**src/rtl/core/ddo_pkg.sv**
```systemverilog
// Package for the differential-drive odometry block.
// Holds widths, register indexes, CORDIC constants and the arctangent table.
// No dependencies.
`timescale 1ns / 1ps
package ddo_pkg;

    localparam int CordicStepsDefault = 16;
    localparam int CordicStepsMax     = 32;

    localparam logic [1:0] REG_UM_PER_PULSE = 2'd0;
    localparam logic [1:0] REG_TRACK_WIDTH  = 2'd1;
    localparam logic [1:0] REG_STEP_PERIOD  = 2'd2;

    localparam int CfgAddrW = 2;
    localparam int CfgDataW = 24;

    // CORDIC datapath width: wheel difference needs 42 bits, the track 37,
    // growth through the vectoring pass adds a couple more.
    localparam int CW = 48;

    localparam logic signed [CW-1:0] GAIN_Q30 = 48'sd652032874;
    localparam logic [47:0] TURN_TWO32 = 48'd154618822656000; // 36000 * 2^32

    // ceil(2^53 / 1125): heading * HEAD_RECIP >> 26 is exactly
    // floor(heading * 2^32 / 36000) for every heading below 36000.
    localparam logic [42:0] HEAD_RECIP = 43'd8006399337548;

    function automatic logic [31:0] atan_lookup(input logic [4:0] i);
        logic [31:0] t;
        case (i)
            5'd0:  t = 32'h20000000;
            5'd1:  t = 32'h12E4051E;
            5'd2:  t = 32'h09FB385B;
            5'd3:  t = 32'h051111D4;
            5'd4:  t = 32'h028B0D43;
            5'd5:  t = 32'h0145D7E1;
            5'd6:  t = 32'h00A2F61E;
            5'd7:  t = 32'h00517C55;
            5'd8:  t = 32'h0028BE53;
            5'd9:  t = 32'h00145F2F;
            5'd10: t = 32'h000A2F98;
            5'd11: t = 32'h000517CC;
            5'd12: t = 32'h00028BE6;
            5'd13: t = 32'h000145F3;
            5'd14: t = 32'h0000A2F9;
            5'd15: t = 32'h0000517D;
            5'd16: t = 32'h000028BE;
            5'd17: t = 32'h0000145F;
            5'd18: t = 32'h00000A30;
            5'd19: t = 32'h00000518;
            5'd20: t = 32'h0000028C;
            5'd21: t = 32'h00000146;
            5'd22: t = 32'h000000A3;
            5'd23: t = 32'h00000051;
            5'd24: t = 32'h00000029;
            5'd25: t = 32'h00000014;
            5'd26: t = 32'h0000000A;
            5'd27: t = 32'h00000005;
            5'd28: t = 32'h00000003;
            5'd29: t = 32'h00000001;
            5'd30: t = 32'h00000001;
            default: t = 32'h00000000;
        endcase
        return t;
    endfunction

    typedef struct packed {
        logic       kind;
        logic [15:0] pulses_right;
        logic [15:0] pulses_left;
        logic       reverse_right;
        logic       reverse_left;
        logic signed [15:0] set_x_mm;
        logic signed [15:0] set_y_mm;
        logic [8:0] set_heading_deg;
    } odo_in_t;

    typedef struct packed {
        logic signed [31:0] x_um;
        logic signed [31:0] y_um;
        logic [15:0]        heading_centideg;
        logic signed [15:0] speed_mm_s;
    } odo_out_t;

    // Command to the CORDIC unit.
    typedef struct packed {
        logic                 start;
        logic                 vectoring;
        logic signed [CW-1:0] x0;
        logic signed [CW-1:0] y0;
        logic signed [32:0]   z0;
    } cordic_cmd_t;

    typedef struct packed {
        logic                 done;
        logic signed [CW-1:0] x;
        logic signed [CW-1:0] y;
        logic signed [32:0]   z;
    } cordic_rsp_t;

endpackage

```
**src/rtl/core/ddo_divider.sv**
```systemverilog
// Restoring divider for magnitudes: one quotient bit per cycle.
// Depends on ddo_pkg for nothing but house style; widths are parameters.
`timescale 1ns / 1ps
module ddo_divider
    import ddo_pkg::*;
#(
    parameter int NW = 48,
    parameter int DW = 48
)
(
    input  logic          clk,
    input  logic          rst_n,
    input  logic          start,
    input  logic [NW-1:0] num,
    input  logic [DW-1:0] den,
    output logic          done,
    output logic [NW-1:0] quot,
    output logic [DW-1:0] rem
);

    localparam int CntW = $clog2(NW + 1);

    logic            busy_reg;
    logic            done_reg;
    logic [CntW-1:0] cnt_reg;
    logic [NW-1:0]   q_reg;
    logic [DW-1:0]   r_reg;
    logic [DW-1:0]   d_reg;
    logic [DW:0]     trial;

    assign trial = {r_reg, q_reg[NW-1]} - {1'b0, d_reg};

    always_ff @(posedge clk or negedge rst_n)
    begin
        if (!rst_n)
        begin
            busy_reg <= 1'b0;
            done_reg <= 1'b0;
            cnt_reg  <= '0;
        end
        else
        begin
            done_reg <= 1'b0;
            if (start)
            begin
                busy_reg <= 1'b1;
                cnt_reg  <= '0;
            end
            else if (busy_reg)
            begin
                cnt_reg <= cnt_reg + CntW'(1);
                if (cnt_reg == CntW'(NW - 1))
                begin
                    busy_reg <= 1'b0;
                    done_reg <= 1'b1;
                end
            end
        end
    end

    always_ff @(posedge clk)
    begin
        if (start)
        begin
            q_reg <= num;
            r_reg <= '0;
            d_reg <= den;
        end
        else if (busy_reg)
        begin
            if (!trial[DW])
            begin
                r_reg <= trial[DW-1:0];
                q_reg <= {q_reg[NW-2:0], 1'b1};
            end
            else
            begin
                r_reg <= {r_reg[DW-2:0], q_reg[NW-1]};
                q_reg <= {q_reg[NW-2:0], 1'b0};
            end
        end
    end

    assign done = done_reg;
    assign quot = q_reg;
    assign rem  = r_reg;

endmodule

```
**config.mk**
```make
export PLATFORM = sky130hd
export DESIGN_NAME = ddo_divider
export DESIGN_NICKNAME = d
export VERILOG_FILES = /design/src/rtl/core/ddo_pkg.sv /design/src/rtl/core/ddo_divider.sv
export SDC_FILE = /design/constraint.sdc
export NUM_CORES = 1
export LEC_CHECK = 0
export ABC_AREA = 1
export BUFFER_PORTS_ARGS = -buffer_cell sky130_fd_sc_hd__buf_4
export CAP_MARGIN = 10
export CORE_MARGIN = 10
export CORE_UTILIZATION = 35
export CTS_CLUSTER_DIAMETER = 100
export DETAILED_ROUTE_END_ITERATION = 8
export SLEW_MARGIN = 10
export SYNTH_ARGS = -nofsm -noshare
export SYNTH_HDL_FRONTEND = slang
export SYNTH_SLANG_ARGS = --single-unit
```
**constraint.sdc**
```tcl
create_clock -name clk -period 2.75 [get_ports clk]
set_input_delay 0.55 -clock clk [delete_from_list [all_inputs] [get_ports clk]]
set_output_delay 0.55 -clock clk [all_outputs]
set_load 0.02 [all_outputs]
```
Word level (Yosys, flattened, before mapping) --
Cells that the tools add are included.
Operators by class: equality and inequality tests 1, add/subtract/negate cells 2, reduce and logical (&&, ||, !) cells 1, muxes and demuxes 12
Operator list (count):
- two-way mux 48 bit | 3
- subtractor 49 x 48 -> 49 bit | 1
- two-way mux 6 bit | 2
- two-way mux 1 bit | 7
- adder 6 x 1 -> 6 bit (second input constant) | 1
- equality test 6 bit (second input constant) | 1
- nonzero test 2 bit | 1
Storage, ports and cells: input port bits 99, register bits 152, logic and storage cells 22

Depth between registers and ports, before layout --
Gate-level depths: netlist of run 1.
depth after elaboration 4, gate-level depth with buffers 19, gate-level depth less buffers 18

Least setup slack after synthesis of run 1 --
No wires, ideal clock.
path type register to register, start register q_reg[47] (netlist: quot[47]), end register q_reg[0] (netlist: quot[0]), data pin, stages on the path, launching flop included 18, setup time 0.266 ns, buffers on the path 2, slack 0.252 ns, data required time 2.484 ns, data arrival time 2.232 ns, clock period less this slack 2.498 ns, cells stage by stage edfxtp_1 inv_1 ha_1 fa_1 inv_1 nand2_1 nand2_1 nand3_1 nand2_2 nand2_1 nand2_2 nand2_2 nand3_2 nand2_2 nand2_4 buf_8 buf_8 o21ai_1
Between the ends: cells in the longest elaborated chain, start to end 4
RTL lines:
- start, declared | line ddo_divider.sv:26 | logic [NW-1:0] q_reg;
- start signal, assigned | line ddo_divider.sv:65 | q_reg <= num;
- start signal, assigned | line ddo_divider.sv:74 | q_reg <= {q_reg[NW-2:0], 1'b1};
- start signal, assigned | line ddo_divider.sv:79 | q_reg <= {q_reg[NW-2:0], 1'b0};
- subtractor 49 x 48 -> 49 bit | line ddo_divider.sv:31 | assign trial = {r_reg, q_reg[NW-1]} - {1'b0, d_reg};
- two-way mux 1 bit | line ddo_divider.sv:71 | if (!trial[DW])
- two-way mux 48 bit | line ddo_divider.sv:69 | else if (busy_reg)
- two-way mux 48 bit | line ddo_divider.sv:63 | if (start)
No other way between the ends. The select of a mux whose other input is x is not followed. A chain may end at the register's enable or synchronous reset.

Worst setup path after layout of run 1 --
Ends and elaborated chain as after synthesis.

==> flow_summary_export.csv, run 1 <==
group,metric,value,unit
run_status,status,"completed",
synth,syn_area_per_cell,6.49,µm²
power_and_ir_drop,p_leak,7.33,nW
floorplanning,ios,196,
synth,synth_warnings,0,
floorplanning,die_w,194,µm
worst_setup_path,setup.worst_path.end_class,"register",
cells_and_area,fillers,3151,
synth,synth_cell_types,41,
sta,timing.slew.headroom,0.493,
worst_setup_path,cp_num_buf_inv,3,
power_and_ir_drop,seq_power_share,0.450,
hold_path,holdCritStartpoint,"den[40]",
worst_setup_path,critPathRequiredTime,2.92,ns
routing,first_pass_iters,5,
worst_setup_path,r2r-end,"quot[0]",
hold_path,hold_class,"input pin to register",
worst_setup_path,path_max_fanout,23,
sta,setup_violations,0,
routing,wl_per_cell,15.5,µm
hold_path,whs_path_depth,1,
cells_and_area,multi_input_area,5130,µm²
worst_setup_path,cp_top_family,"simple AND/OR/NAND/NOR gates",
synth,synth_edf_count,96,
worst_setup_path,worstSetupStartpoint,"quot[47]",
sta,worst_slew_pin_slew,0.761,ns
sta,finalHoldViolations,0,
hold_path,worstHoldEndpoint,"d_reg[40]",
power_and_ir_drop,p_clk_frac,0.409,
routing,routed-via-count,10177,
worst_setup_path,crit_path_start_kind,"register",
worst_setup_path,critPathSlowestCell,"fa_2",
synth,synth_seq_cells,152,
synth,synth.largest_area_cell,"edfxtp_1",
sta,min_period,2.52,ns
synth,synth-seq-area-share,0.383,
worst_setup_path,reg2reg_slack,0.23,ns
worst_setup_path,criticalPathCategory,"register to register",
global_route,grt_max_degree,62,
placement,hpwl,27700,µm
sta,rsz0062_at_grt,"no",
power_and_ir_drop,switching_share,0.284,
sta,max_freq,397,MHz
sta,whs,0.274,ns
clock_tree,tritoncts,"done",
clock_tree,clockBufferDepth,2,
synth,netlist.area_leader.share,0.273,
global_route,grt_pass1_vias,10317,
worst_setup_path,r2r-start,"quot[47]",
floorplanning,start_util,0.355,
routing,drtIter0Drc,541,
global_route,grt_first_pass_wirelength,55600,µm
placement,port_buffers,195,
placement,gp_congestion,0.940,
floorplanning,die_y,194,µm
power_and_ir_drop,power_density,443,nW/µm²
flow_run,drv_cap,0,
sta,setup_tns,0,ns
clock_tree,cts_buffers,17,
sta,slew_viol_final,0,
clock_tree,clk_pin_slew_worst_paths,0.07,ns
cells_and_area,ff_latch_area,4040,µm²
routing,routed_wl,34500,µm
synth,synth_area_leaders,"edfxtp_1 (27%), nand2_1 (26%), inv_1 (12%)",
global_route,grt_overflow,0,
cells_and_area,area_growth,25.0,%
clock_tree,clock_latency,0.45,ns
clock_tree,clock_sinks,152,
power_and_ir_drop,intPower,0.00418,W
clock_tree,h-tree-depth,4,
routing,route.detailed.drc,0,
synth,synthesis.area,10500,µm²
power_and_ir_drop,switching_power,0.00166,W
routing,antenna_left,0,
worst_setup_path,path_cells,"inv_1 -> ha_1 -> fa_2 -> inv_2 -> nand2_1 -> nand2_1 -> nand3_1 -> nand2_2 -> nand2_1 -> nand2_2 -> nand2_2 -> nand3_2 -> nand2_2 -> nand2_4 -> buf_12 -> o21ai_1",
sta,finClkSkew,0.0115,ns
cells_and_area,nNetsFinal,1974,
power_and_ir_drop,ir_drop,434,µV
synth,synth_cells,1624,
synth,syn_nets,1773,
worst_setup_path,critPathMaxStageDelay,0.37,ns
worst_setup_path,cpMostUsedCell,"nand2_2",
power_and_ir_drop,p_comb_frac,0.140,
worst_setup_path,critPathArrivalTime,2.69,ns
floorplanning,rows,63,
floorplanning,dieArea,37500,µm²
cells_and_area,drive_above_1_share,0.147,
routing,viasPerCell,4.57,
worst_setup_path,r2r_cells,16,
sta,finalCritPeriodShare,0.916,
synth,synth_flop_cell,"edfxtp_1",
clock_tree,root_buffer,"clkbuf_16",
synth,async_flop_share,0.0526,
global_route,antenna_found_initial,1,
floorplanning,coreArea,29700,µm²
global_route,grt_usage,0.183,
## logic make-up (layout without fill, tap and decap cells)
family,Yosys count,after routing,synth area share
xor gates and xnor gates,25,25,0.0208
adders and majority gates,50,50,0.0600
DFF,152,152,0.383
and+or+nand+nor,971,971,0.370
AOI/OAI and AO/OA,64,64,0.0327
buffers and inverters,362,576,0.133
other,0,1,0
## synthesized netlist by cell type (all sizes together) (3+ instances only)
cell type	number
nor3	8
inv	330
dfrtp	8
ha	49
nand2	740
nand3	91
edfxtp	96
o21bai	3
buf	10
a21oi	40
xor2	8
clkbuf	20
nor4	3
nor2	109
o21ai	17
dfxtp	48
xnor2	17
nand4	14
## metal layers
| layer | GRT usage | wire length (µm) | vias up |
|---|---|---|---|
| li1 | - | - | 5311 |
| met1 | 0.234 | 15800 | 4610 |
| met2 | 0.292 | 15400 | 236 |
| met3 | 0.0609 | 2830 | 20 |
| met4 | 0.0432 | 409 | 0 |
| met5 | 0 | 0 | - |
## power groups by stage
stage | Combinational [W] | Sequential [W] | Clock, W
2_1_floorplan | 0.000373 | 0.00275 | 0
3_3_place_gp | 0.000821 | 0.00268 | 0
3_5_place_dp | 0.000824 | 0.00268 | 0
4_1_cts | 0.000827 | 0.00263 | 0.00246
5_1_grt | 0.000918 | 0.00265 | 0.00256
6_report | 0.000818 | 0.00263 | 0.00239
## metrics by stage
stage          utilization  worst slack, ns  std cells  power [W]  instance area [µm²]
6_report             0.443            0.231       2229    0.00584                13200
5_1_grt              0.443           0.0224       2229    0.00613                13200
4_1_cts              0.442            0.131       2226    0.00592                13100
3_5_place_dp         0.422            0.154       2193    0.00350                12500
3_3_place_gp         0.422            0.222       2193    0.00350                12500
2_1_floorplan            -            0.252       1624    0.00312                10500
## worst max-delay path by stage
stage,to,slack [ns],cells after the start
floorplan,quot[0],0.25,17
global placement,rem[5],0.22,18
detailed placement,rem[6],0.15,18
CTS,rem[6],0.13,18
global route,rem[26],0.02,18
finish,quot[0],0.23,16
## timing repair
item,CTS,global route
hold buffers,1,0
setup buffers,0,1
endpoints found under the hold margin,8,0
gates resized for setup,0,4
setup endpoints to repair,0,48
## placed cells by master (no fill, tap or decap), types with 8 or more instances in the layout
master and instances:
edfxtp_1 96, o21ai_0 13, xnor2_1 17, nor2_1 101, ha_1 49, xor2_1 8
a21oi_1 38, dfxtp_1 48, dfrtp_1 8, nor3_1 8, nand4_1 13, clkbuf_16 18
inv_1 324, nand3_1 90, nand2_1 732, buf_4 204
## final cells by class
class	instances	area share
antenna	1	0.000190
clock buffer	17	0.0323
clock inverter	15	0.0119
inverter	332	0.0946
multi-input combinational	1110	0.389
sequential	152	0.307
tap	390	0.0370
timing repair buffer	212	0.128
No activity file was read; power rests on OpenSTA's default activity.
==> inputs of run 2 (changes only) <==
--- a/config.mk
+++ b/config.mk
@@ -5,7 +5,7 @@
 export SDC_FILE = /design/constraint.sdc
 export NUM_CORES = 1
 export LEC_CHECK = 0
-export ABC_AREA = 1
+export ABC_AREA = 0
 export BUFFER_PORTS_ARGS = -buffer_cell sky130_fd_sc_hd__buf_4
 export CAP_MARGIN = 10
 export CORE_MARGIN = 10
==> run 2 against run 1 <==
Net effect: the flow now finishes with violations (negative setup slack); die area is 14% lower; clock skew is 0.0014 ns lower; sequential share of layout area rose by 0.48 points; setup slack got worse by 0.66 ns; global-route usage shrank 2.1 points; final cell count decreased by 30%; clock-buffer cell count did not move; worst hold slack better by 0.019 ns; register-to-register slack worse by 0.66 ns; cell area shrank 1.5%.
==> flow_summary_export.csv, run 2 <==
group,metric,value,unit
power_and_ir_drop,switching_share,0.375,
floorplanning,die_y,179,µm
worst_setup_path,crit_path_start_kind,"register",
power_and_ir_drop,switching_power,0.00444,W
routing,wl_per_cell,16.6,µm
run_status,violations,"negative setup slack",
sta,slew_viol_final,0,
sta,timing.slew.headroom,0.645,
sta,setup_tns,-17.89,ns
sta,setup_violations,49,
global_route,grt_first_pass_wirelength,41900,µm
power_and_ir_drop,p_comb_frac,0.533,
floorplanning,dieArea,32100,µm²
sta,finalCritPeriodShare,1.16,
sta,worst_slew_pin_slew,0.533,ns
cells_and_area,nNetsFinal,1376,
cells_and_area,layout_commonest_cell,"buf_4",
clock_tree,clock_latency,0.43,ns
cells_and_area,final_util,0.518,
clock_tree,clock_sinks,152,
sta,fin_ws,-0.431,ns
synth,synth_cell_types,65,
sta,finClkSkew,0.0101,ns
clock_tree,clockBufferDepth,2,
sta,rsz0062_at_grt,"yes",
floorplanning,ios,196,
synth,synth.largest_area_cell,"edfxtp_1",
hold_path,holdCritStartpoint,"den[45]",
synth,synthTopCellsByCount,"edfxtp_1 (96), nor2_1 (73), inv_1 (59), a21oi_1 (54), nand2_1 (52)",
synth,syn_nets,992,
clock_tree,tritoncts,"done",
power_and_ir_drop,p_total,0.0118,W
hold_path,hold_class,"input pin to register",
clock_tree,clk_pin_slew_worst_paths,0.07,ns
routing,drtIter0Drc,392,
worst_setup_path,r2r-start,"d_reg[0]",
synth,synth_warnings,0,
worst_setup_path,worstSetupStartpoint,"d_reg[0]",
clock_tree,h-tree-depth,4,
placement,gp_congestion,0.883,
power_and_ir_drop,p_clk_frac,0.212,
floorplanning,coreArea,25000,µm²
worst_setup_path,criticalPathCategory,"register to register",
worst_setup_path,path_max_fanout,6,
power_and_ir_drop,seq_power_share,0.255,
cells_and_area,drive_above_1_share,0.424,
synth,synth-seq-area-share,0.457,
global_route,grt_overflow,0,
worst_setup_path,critPathRequiredTime,3.03,ns
power_and_ir_drop,intPower,0.00740,W
clock_tree,cts_buffers,17,
global_route,grt_pass1_vias,8207,
cells_and_area,area_growth,46.5,%
synth,syn_area_per_cell,10.5,µm²
power_and_ir_drop,p_leak,5.92,nW
power_and_ir_drop,power_density,912,nW/µm²
worst_setup_path,reg2reg_slack,-0.43,ns
flow_run,drv_cap,0,
global_route,grt_usage,0.163,
sta,max_freq,314,MHz
synth,synthesis.area,8860,µm²
synth,async_flop_share,0.0526,
synth,synth_area_leaders,"edfxtp_1 (33%), dfxtp_1 (11%), ha_1 (6.9%)",
cells_and_area,fillers,2333,
floorplanning,start_util,0.354,
floorplanning,die_w,179,µm
floorplanning,rows,58,
routing,route.detailed.drc,0,
sta,finalHoldViolations,0,
worst_setup_path,setup.worst_path.end_class,"register",
synth,synth_flop_cell,"edfxtp_1",
synth,synth_cells,843,
routing,first_pass_iters,4,
worst_setup_path,r2r_cells,14,
global_route,grt_max_degree,91,
synth,netlist.area_leader.share,0.325,
synth,synth_edf_count,96,
worst_setup_path,critPathArrivalTime,3.47,ns
run_status,status,"finished, violations left",
global_route,antenna_found_initial,0,
power_and_ir_drop,ir_drop,404,µV
sta,min_period,3.18,ns
routing,routed-via-count,7709,
routing,viasPerCell,4.91,
routing,routed_wl,26000,µm
routing,antenna_left,0,
worst_setup_path,r2r-end,"rem[16]",
cells_and_area,layout_common_cells,"buf_4 (389), edfxtp_1 (96), nor2_1 (73), inv_1 (58), nand2_1 (50)",
worst_setup_path,critPathCapture,"rem[16]",
clock_tree,root_buffer,"clkbuf_16",
cells_and_area,n_antenna_cell,0,
placement,hpwl,19900,µm
synth,yosysMostFrequentCell,"edfxtp_1",
synth,synth_seq_cells,152,
placement,port_buffers,195,
## run 2: cell families after synthesis
kind of cell	after synthesis	share of synthesized area
XOR/XNOR	46	0.0455
buffers and inverters	97	0.0499
adder cells (fa/ha/maj)	50	0.0715
AO/OA/AOI/OAI	202	0.155
AND/OR/NAND/NOR	204	0.111
flip-flops	152	0.457
multiplexers	92	0.111
## run 2: through the flow
step           worst slack [ns]  std cells  hold WS, ns  area (µm²)
2_1_floorplan            -0.392        843        0.254        8880
3_3_place_gp             -0.399       1528        0.373       12100
3_5_place_dp             -0.461       1528        0.375       12100
4_1_cts                  -0.417       1567        0.277       12800
5_1_grt                  -0.590       1570        0.276       13000
6_report                 -0.431       1570        0.293       13000
## run 2: worst min path at each step
stage / to / slack, ns / cells after the start
floorplan: busy_reg / 0.25 / 0
global placement: done / 0.37 / 1
detailed placement: cnt_reg[1] / 0.38 / 1
CTS: d_reg[37] / 0.28 / 1
global route: d_reg[34] / 0.28 / 1
finish: d_reg[45] / 0.29 / 1
## run 2: layout make-up
| cell class | instances | area [µm²] | area share |
|---|---|---|---|
| tap | 330 | 413 | 0.0318 |
| multi-input combinational | 594 | 4540 | 0.350 |
| clock buffer | 17 | 425 | 0.0328 |
| clock inverter | 15 | 205 | 0.0158 |
| inverter | 60 | 225 | 0.0174 |
| timing repair buffer | 402 | 3130 | 0.241 |
| sequential | 152 | 4050 | 0.312 |
## run 2: power groups by stage
stage	clock network (W)	logic [W]	registers (W)
after global placement	0	0.00586	0.00306
after global routing	0.00265	0.00688	0.00307
after CTS	0.00256	0.00614	0.00302
final	0.00251	0.00632	0.00302
after detailed placement	0	0.00594	0.00306
after floorplan	0	0.00312	0.00347
## run 2: worst max-delay path, stage by stage (launching register included)
cell       delay [ns]
edfxtp_1         0.42
ha_4             0.19
fa_2             0.33
nand2b_4         0.16
a21oi_4          0.16
o211ai_2         0.11
a21oi_2          0.17
o31a_4           0.16
nor4_4           0.05
or4b_4           0.51
o2111ai_4        0.16
buf_6            0.19
clkbuf_16        0.16
mux2i_1          0.19
a211oi_1         0.08
## run 2: routing by layer
layer	GRT usage	vias up	part of all wire
met3	0.0554	21	0.076
met5	0	-	0
met4	0.0403	0	0.010
met2	0.270	197	0.48
li1	-	3872	-
met1	0.197	3619	0.43
## run 2: repair_timing
| item | in CTS | in global routing |
|---|---|---|
| endpoints found under the setup margin | 49 | 49 |
| buffers inserted | 6 | 2 |
| pin swaps | 3 | 10 |
| hold endpoints to repair | 8 | 0 |
| hold buffers | 1 | 0 |
| gates cloned | 0 | 1 |
| gates resized for setup | 15 | 20 |
==> inputs of run 3 (changes only) <==
--- a/config.mk
+++ b/config.mk
@@ -12,6 +12,7 @@
 export CORE_UTILIZATION = 35
 export CTS_CLUSTER_DIAMETER = 100
 export DETAILED_ROUTE_END_ITERATION = 8
+export RECOVER_POWER = 100
 export SLEW_MARGIN = 10
 export SYNTH_ARGS = -nofsm -noshare
 export SYNTH_HDL_FRONTEND = slang
==> run 3 against run 2 <==
Net effect: the run still ends with negative setup slack left; combinational power is 3.8% lower; worst hold slack better by 0.020 ns; register-to-register slack hardly changed; global-route usage stayed put; sequential power hardly changed; routed wire length is 0.20% lower; maximum frequency hardly changed; clock-buffer cell count stayed put; utilization is 1.5 points lower; critical path depth stayed put; sequential share of layout area is 0.95 points higher; largest cell class unchanged.
==> flow_summary_export.csv, run 3 (same netlist as run 2, synthesis figures left out) <==
group,metric,value,unit
run_status,status,"finished, violations left",
run_status,violations,"negative setup slack",
sta,fin_ws,-0.432,ns
sta,rsz0062_at_grt,"yes",
cells_and_area,final_cell_area,12600,µm²
clock_tree,cts_buffers,17,
sta,finClkSkew,0.0101,ns
worst_setup_path,critPathMaxStageDelay,0.51,ns
cells_and_area,nNetsFinal,1376,
cells_and_area,layout_common_cells,"buf_4 (242), clkbuf_1 (98), edfxtp_1 (96), nor2_1 (73), inv_1 (58)",
routing,routed_wl,25900,µm
routing,wl_per_cell,16.5,µm
sta,max_freq,314,MHz
sta,slew_viol_final,0,
clock_tree,tritoncts,"done",
sta,timing.slew.headroom,0.456,
placement,port_buffers,195,
power_and_ir_drop,switching_share,0.383,
hold_path,hold_class,"input pin to register",
sta,worst_slew_pin_slew,0.816,ns
power_and_ir_drop,power_density,921,nW/µm²
routing,antenna_left,0,
routing,viasPerCell,4.91,
global_route,grt_usage,0.163,
routing,drtIter0Drc,347,
routing,route.detailed.drc,0,
power_and_ir_drop,p_total,0.0116,W
power_and_ir_drop,p_leak,5.52,nW
worst_setup_path,critPathRequiredTime,3.05,ns
floorplanning,rows,58,
power_and_ir_drop,p_clk_frac,0.217,
floorplanning,ios,196,
floorplanning,coreArea,25000,µm²
placement,gp_congestion,0.883,
worst_setup_path,path_max_fanout,6,
floorplanning,start_util,0.354,
cells_and_area,layout.cells.non_filler,1571,
worst_setup_path,path_cells,"ha_4 -> fa_2 -> nand2b_4 -> a21oi_4 -> o211ai_2 -> a21oi_2 -> o31a_4 -> nor4_4 -> or4b_4 -> o2111ai_4 -> buf_6 -> buf_12 -> mux2i_2 -> a211oi_2",
sta,finalHoldViolations,0,
flow_run,drv_cap,0,
worst_setup_path,cp_num_buf_inv,2,
floorplanning,die_y,179,µm
global_route,grt_first_pass_wirelength,41900,µm
placement,placed_area,12100,µm²
global_route,grt_max_degree,91,
sta,whs,0.312,ns
power_and_ir_drop,intPower,0.00716,W
power_and_ir_drop,p_comb_frac,0.524,
worst_setup_path,cp_top_family,"compound AO/OA/AOI/OAI gates",
cells_and_area,drive_above_1_share,0.344,
global_route,antenna_found_initial,0,
routing,routed-via-count,7715,
clock_tree,clockBufferDepth,2,
clock_tree,clk_pin_slew_worst_paths,0.07,ns
worst_setup_path,crit_path_start_kind,"register",
power_and_ir_drop,ir_drop,386,µV
placement,dp_cells,1528,
clock_tree,root_buffer,"clkbuf_16",
global_route,grt_overflow,0,
clock_tree,h-tree-depth,4,
placement,place_ws,-0.461,ns
worst_setup_path,setup.worst_path.end_class,"register",
worst_setup_path,critPathArrivalTime,3.48,ns
floorplanning,dieArea,32100,µm²
clock_tree,clock_sinks,152,
cells_and_area,layout_commonest_cell,"buf_4",
worst_setup_path,criticalPathCategory,"register to register",
global_route,grt_pass1_vias,8207,
worst_setup_path,critPathSlowestCell,"or4b_4",
sta,finalCritPeriodShare,1.16,
power_and_ir_drop,switching_power,0.00444,W
sta,min_period,3.18,ns
cells_and_area,area_growth,42.2,%
routing,first_pass_iters,5,
floorplanning,die_w,179,µm
clock_tree,clock_latency,0.43,ns
sta,setup_violations,49,
placement,hpwl,19900,µm
power_and_ir_drop,seq_power_share,0.260,
-- run 3: final timing paths --
| path | from | end | slack, ns | depth (start not counted) |
|---|---|---|---|---|
| worst max-delay path | d_reg[0] | rem[12] | -0.43 | 14 |
| worst min-delay path | den[39] | d_reg[39] | 0.31 | 1 |
| worst max register to register | d_reg[0] | rem[12] | -0.43 | 14 |
| worst min register to register | cnt_reg[5] | cnt_reg[5] | 0.55 | 2 |
| max in group asynchronous | rst_n | busy_reg | 1.84 | 2 |
| min in group asynchronous | rst_n | cnt_reg[1] | 0.58 | 2 |
-- run 3: cell type report --
type                    instances  area [µm²]
diodes                          1        2.50
repair buffers                402        2740
flip-flops and latches        152        4050
inverters                      60         225
fillers                      2425       12400
clock buffers                  17         425
multi-input cells             594        4540
well taps                     330         413
clock inverters                15         205
-- run 3: power groups by stage --
stage / logic (W) / clock network, W / registers [W]
CTS: 0.00614 / 0.00256 / 0.00302
global route: 0.00663 / 0.00265 / 0.00306
finish: 0.00608 / 0.00251 / 0.00301
detailed placement: 0.00594 / 0 / 0.00306
floorplan: 0.00312 / 0 / 0.00347
global placement: 0.00586 / 0 / 0.00306
-- run 3: repair_timing --
| item | CTS | global route |
|---|---|---|
| resized for setup | 15 | 20 |
| pin swaps | 3 | 10 |
| hold buffers | 1 | 0 |
| endpoints found under the setup margin | 49 | 49 |
| cloned | 0 | 1 |
| setup buffers | 6 | 2 |
| endpoints found under the hold margin | 8 | 0 |
-- run 3: stage by stage --
step,utilization,TNS (ns)
6_report,0.503,-17.91
2_1_floorplan,-,-17.05
3_5_place_dp,0.483,-18.64
4_1_cts,0.513,-17.90
5_1_grt,0.503,-25.35
3_3_place_gp,0.483,-16.07
-- run 3: routing by layer --
| metal | part of all wire | up-vias | global-route usage |
|---|---|---|---|
| li1 | - | 3868 | - |
| met1 | 0.43 | 3635 | 0.197 |
| met2 | 0.48 | 188 | 0.270 |
| met3 | 0.074 | 24 | 0.0554 |
| met4 | 0.012 | 0 | 0.0403 |
| met5 | 0 | - | 0 |
